--- src/design/ngga_pkg.sv ---
// ----------------------------------------------------------------------------
// ngga_pkg: shared types and constants for the GGA sentence capture unit
// Parser state encoding, character codes and the valid-character test.
// ----------------------------------------------------------------------------
package ngga_pkg;

  localparam logic [7:0] ChDollar = 8'h24;
  localparam logic [7:0] ChG      = 8'h47;
  localparam logic [7:0] ChP      = 8'h50;
  localparam logic [7:0] ChA      = 8'h41;
  localparam logic [7:0] ChComma  = 8'h2C;
  localparam logic [7:0] ChDot    = 8'h2E;
  localparam logic [7:0] ChStar   = 8'h2A;

  typedef enum logic [8:0] {
    StInit    = 9'b0_0000_0001,
    StWait    = 9'b0_0000_0010,
    StHdrG1   = 9'b0_0000_0100,
    StHdrP    = 9'b0_0000_1000,
    StHdrG2   = 9'b0_0001_0000,
    StHdrG3   = 9'b0_0010_0000,
    StHdrA    = 9'b0_0100_0000,
    StHdrComma = 9'b0_1000_0000,
    StCapture = 9'b1_0000_0000
  } parser_state_e;

  typedef struct packed {
    logic [6:0] payload_position;
    logic [7:0] payload_byte;
  } result_t;

  // Letters, digits and the NMEA punctuation we care about.
  function automatic logic char_is_valid(input logic [7:0] c);
    logic upper, lower, digit;
    upper = (c >= 8'h41) && (c <= 8'h5A);
    lower = (c >= 8'h61) && (c <= 8'h7A);
    digit = (c >= 8'h30) && (c <= 8'h39);
    return upper || lower || digit || (c == ChComma) || (c == ChDollar) ||
           (c == ChDot) || (c == ChStar);
  endfunction

endpackage

--- src/design/nmea_gga_sentence_capture_unit.sv ---
// Takes one received byte per clock while the result register is free or
// being drained and, once "$GPGGA," has been matched, forwards every following
// valid character with its payload index. Thus the unit sustains one input
// transaction per cycle; a result appears on the master side in the cycle
// after its byte is accepted, held in a single output register. The slave side
// stalls while that register is full and the consumer stalls. Invalid
// characters and bytes taken while capture_enable is low produce nothing.
// ----------------------------------------------------------------------------
// nmea_gga_sentence_capture_unit: GGA sentence filter
// Header matcher, payload position counter and registered result stage.
// ----------------------------------------------------------------------------
module nmea_gga_sentence_capture_unit #(
  parameter int unsigned PAYLOAD_DEPTH = 128
) (
  input  logic        clk_i,
  input  logic        rst_ni,
  // configuration write channel: bit 0 = capture_enable
  input  logic        cfg_valid_i,
  output logic        cfg_ready_o,
  input  logic        cfg_data_i,
  // slave side
  input  logic        s_axis_tvalid,
  output logic        s_axis_tready,
  input  logic [7:0]  s_axis_tdata,   // [7:0] rx_byte
  // master side
  output logic        m_axis_tvalid,
  input  logic        m_axis_tready,
  output logic [15:0] m_axis_tdata,   // [7:0] payload_byte, [14:8] payload_position, [15] 0
  output logic        m_axis_tlast,   // sentence_end
  output logic        m_axis_tuser    // position_overflow
);
  import ngga_pkg::*;

  localparam int unsigned CntW   = $clog2(PAYLOAD_DEPTH + 1);
  localparam int unsigned MaxPos = (PAYLOAD_DEPTH - 1 > 127) ? 127 : PAYLOAD_DEPTH - 1;

  logic          enable_q;
  parser_state_e state_q, state_d;
  logic [CntW-1:0] count_q, count_d;

  logic    out_valid_q, out_valid_d;
  result_t res_q, res_d;
  logic    last_q, last_d;
  logic    ovf_q, ovf_d;

  logic       accept, active, emit, ovf;
  logic [7:0] c;
  logic [6:0] pos;

  assign cfg_ready_o   = 1'b1;
  assign s_axis_tready = !out_valid_q || m_axis_tready;
  assign accept        = s_axis_tvalid && s_axis_tready;
  assign c             = s_axis_tdata;
  assign active        = accept && enable_q && char_is_valid(c);

  assign ovf = (count_q >= CntW'(PAYLOAD_DEPTH));
  assign pos = (count_q > CntW'(MaxPos)) ? 7'(MaxPos) : 7'(count_q);

  always_comb begin
    state_d = state_q;
    count_d = count_q;
    emit    = 1'b0;
    if (active) begin
      unique case (state_q)
        StInit: begin
          state_d = StWait;
          count_d = '0;
        end
        StWait:    if (c == ChDollar) state_d = StHdrG1;
        StHdrG1:   state_d = (c == ChG)     ? StHdrP     : StWait;
        StHdrP:    state_d = (c == ChP)     ? StHdrG2    : StWait;
        StHdrG2:   state_d = (c == ChG)     ? StHdrG3    : StWait;
        StHdrG3:   state_d = (c == ChG)     ? StHdrA     : StWait;
        StHdrA:    state_d = (c == ChA)     ? StHdrComma : StWait;
        StHdrComma: begin
          if (c == ChComma) begin
            state_d = StCapture;
            count_d = '0;
          end else begin
            state_d = StWait;
          end
        end
        StCapture: begin
          emit = 1'b1;
          if (!ovf) count_d = count_q + CntW'(1);
          if (c == ChDollar) state_d = StWait;
        end
        default:   state_d = StWait;
      endcase
    end
  end

  // Load the result register on emit, drain it when the consumer takes it.
  always_comb begin
    out_valid_d = out_valid_q;
    res_d       = res_q;
    last_d      = last_q;
    ovf_d       = ovf_q;
    if (emit) begin
      out_valid_d          = 1'b1;
      res_d.payload_byte     = c;
      res_d.payload_position = pos;
      last_d               = (c == ChDollar);
      ovf_d                = ovf;
    end else if (m_axis_tready) begin
      out_valid_d = 1'b0;
    end
  end

  always_ff @(posedge clk_i or negedge rst_ni) begin
    if (!rst_ni) begin
      enable_q    <= 1'b1;
      state_q     <= StInit;
      count_q     <= '0;
      out_valid_q <= 1'b0;
    end else begin
      if (cfg_valid_i && cfg_ready_o) enable_q <= cfg_data_i;
      state_q     <= state_d;
      count_q     <= count_d;
      out_valid_q <= out_valid_d;
    end
  end

  always_ff @(posedge clk_i) begin
    res_q  <= res_d;
    last_q <= last_d;
    ovf_q  <= ovf_d;
  end

  assign m_axis_tvalid = out_valid_q;
  assign m_axis_tdata  = {1'b0, res_q};
  assign m_axis_tlast  = last_q;
  assign m_axis_tuser  = ovf_q;

endmodule

--- config.mk ---
export PLATFORM = sky130hd
export DESIGN_NAME = nmea_gga_sentence_capture_unit
export DESIGN_NICKNAME = d
export VERILOG_FILES = /design/src/design/ngga_pkg.sv /design/src/design/nmea_gga_sentence_capture_unit.sv
export SDC_FILE = /design/constraint.sdc
export NUM_CORES = 1
export LEC_CHECK = 0
export BUFFER_PORTS_ARGS = -buffer_cell sky130_fd_sc_hd__buf_2
export CORE_MARGIN = 2
export CORE_UTILIZATION = 59
export CTS_CLUSTER_SIZE = 40
export DETAILED_ROUTE_END_ITERATION = 8
export PLACE_DENSITY_LB_ADDON = 0.05
export SLEW_MARGIN = 30
export SYNTH_ARGS = -nofsm -noshare
export SYNTH_HDL_FRONTEND = slang
export SYNTH_SLANG_ARGS = --single-unit
--- constraint.sdc ---
create_clock -name clk_i -period 3.8 [get_ports clk_i]
set_input_delay 0.19 -clock clk_i [delete_from_list [all_inputs] [get_ports clk_i]]
set_output_delay 0.19 -clock clk_i [all_outputs]
set_load 0.02 [all_outputs]
==> out/qor.yml <==
start_util_pct: 60.2
wl_um: 3790
clock_sinks: 36
h-tree-depth: 2
p_clk_share_pct: 32.0
drive_above_1_share_pct: 31.5
synth_edf_count: 17
postSynth.asyncResetShare_pct: 52.8
design_area_um2: 2230
via_per_inst: 5.75
ys_seq_area_share_pct: 50.0
hold_start: "cfg_data_i"
rsz0062_at_grt: "no"
layout_worst_path_cycle_share_pct: 61.1
final-setup-viol-count: 0
tns_ns: 0
netlist_top_cells_area: "edfxtp_1, dfrtp_1, o31ai_1, nor2_1, dfstp_2"
antenna_found_initial: 0
worstHoldPathType: "in2reg"
critical_path_required_ns: 4.05
layout_commonest_cell: "buf_2"
combPwrFrac_pct: 16.1
drc: 0
seqPwrFrac_pct: 51.9
min_period_ns: 2.32
syn_inst: 183
cts.clk_slew.worst_paths_ns: 0.11
syn-num-nets: 199
track_usage_pct: 21.5
setup.worst_path.end_class: "register"
skew_ns: 0.0125
cts.repair.resized: 0
grt_start_max_net_pins: 20
insertion_delay_ns: 0.36
switching_share_pct: 26.6
cts_tree: "built"
ys_seq_elements: 36
cp-start-kind: "register"
outcome: "finished clean"
numPortBuffers: 32
grt_pass1_vias: 1293
hold_viol_final: 0
maxCapViolCount: 0
clock_path_buffers: 2
core_area_um2: 3280
cp_max_fo: 9
switchingPower_w: 0.000225
dr.pass1.iters: 4
dpl.hpwl_um: 2730
dieArea_um2: 3830
crit_arrival_ns: 2.57
vdd_drop_max_mv: 0.220
dr_total_vias: 1489
grt_overflow: 0
finalNetCount: 228
drv_slew: 0
power.density_nw_per_um2: 380
synth_cell_type_count: 56
syn_area_per_cell_um2: 10.8
yosysWarnings: 0
fmax_mhz: 430
yosysTopAreaCell: "edfxtp_1"
critPathKind: "reg2reg"
dpl_cell_area_um2: 2130
area_growth_pct: 12.7
place.gp.congestion: 0.879
netlist_area_um2: 1980
cts_buffers: 5
p_int_w: 0.000622
initialDrtViolationCount: 85
ant_nets: 0
cts-root-buf: "clkbuf_4"
grt_pass1_wl_um: 5950
dieHeight_um: 61.9
ys.flop_type: "edfxtp_1"
startpoint: "state_q[3]"
final_cell_mix: "buf_2, dfrtp_1, edfxtp_1, nor2_1, nand2_1"
pin_count: 35
synth.top_cell.area_share_pct: 25.8
die_w_um: 61.9
num-fill-cells: 264
cts_setup_buffers: 0
power_leakage_nw: 0.833
rows: 21
r2r-start: "state_q[3]"
antennaDiodeCount: 0
wire_per_inst_um: 14.6
## repair_timing
item                                    4_1_cts  5_1_grt
hold endpoints to repair                     17        0
endpoints found under the setup margin        0        0
hold buffers                                  1        0
## final timing paths
path | to | cells past startpoint | slack, ns
worst max-delay path | state_q[1] | 6 | 1.48
max in group asynchronous | enable_q | 2 | 3.13
min in group asynchronous | state_q[8] | 2 | 0.32
worst min register to register | count_q[6] | 1 | 0.53
worst max register to register | state_q[1] | 6 | 1.48
worst min-delay path | enable_q | 2 | 0.08
## logic make-up after synthesis
group	share of synthesized area [%]
and+or+nand+nor	25.6
DFF	50.0
AOI/OAI and AO/OA	12.3
buffers and inverters	4.62
muxes	4.49
xor gates and xnor gates	1.33
adders and majority gates	1.26
other	0.380
## metal layers
layer  GRT usage, %  share of wire [%]
met5              0                  0
met1           30.0                 45
met4           8.51                1.8
met2           32.8                 47
met3           4.97                6.2
## synthesized netlist by cell type (2+ instances only)
master / number
inv_1: 6
buf_4: 2
buf_2: 4
xor2_1: 2
nor3b_1: 2
ha_1: 2
or3_1: 3
nor2_1: 15
nor4b_1: 2
conb_1: 2
nor3_1: 2
clkbuf_1: 6
a31oi_1: 2
nor3_2: 3
edfxtp_1: 17
o22ai_1: 5
nand3_1: 7
o31ai_1: 8
dfstp_2: 2
nand2_1: 9
mux2_1: 4
nand4_1: 2
a211oi_1: 2
o21ai_0: 5
a21o_1: 3
nor2b_1: 5
nor4_2: 2
mux2_2: 3
or2_2: 6
or4_1: 3
nor4b_2: 3
dfrtp_1: 17
nand2b_1: 4
## power by group through the flow
stage | registers, W | clock network (W) | logic (W)
final | 0.000440 | 0.000271 | 0.000136
after global placement | 0.000447 | 0 | 0.000129
after floorplan | 0.000433 | 0 | 0.000116
after CTS | 0.000440 | 0.000278 | 0.000135
after detailed placement | 0.000447 | 0 | 0.000133
after global routing | 0.000443 | 0.000289 | 0.000151
## final cells by class
class | count | area [µm²] | area share, %
sequential | 36 | 988 | 44.3
multi-input combinational | 128 | 898 | 40.3
timing repair buffer | 35 | 183 | 8.19
tap | 46 | 57.6 | 2.58
clock inverter | 3 | 42.5 | 1.91
clock buffer | 5 | 37.5 | 1.68
inverter | 6 | 22.5 | 1.01
## state kept, by name (all words and copies together), names as in the netlist
register	count
state_q	9
m_axis_tlast	1
count_q	8
m_axis_tuser	1
m_axis_tdata	15
enable_q	1
m_axis_tvalid	1
## worst max-delay path: stages, from the launching register on
cell,delay [ns]
dfrtp_1,0.51
nor4_2,0.31
nand4_2,0.20
nor4b_2,0.29
a211oi_1,0.10
or4_1,0.54
mux2_2,0.27
## per-stage QoR
stage | cells | hold WS [ns] | power, W | worst slack (ns) | utilization, %
after detailed placement | 249 | 0.162 | 0.000581 | 1.23 | 65.0
after floorplan | 183 | -0.106 | 0.000549 | 1.26 | -
after CTS | 258 | 0.0720 | 0.000853 | 1.41 | 67.7
after global routing | 259 | 0.0829 | 0.000883 | 1.34 | 67.9
final | 259 | 0.0812 | 0.000847 | 1.48 | 67.9
after global placement | 249 | 0.157 | 0.000576 | 1.36 | 65.0
Note: power is estimated with default switching activity, not from simulation.
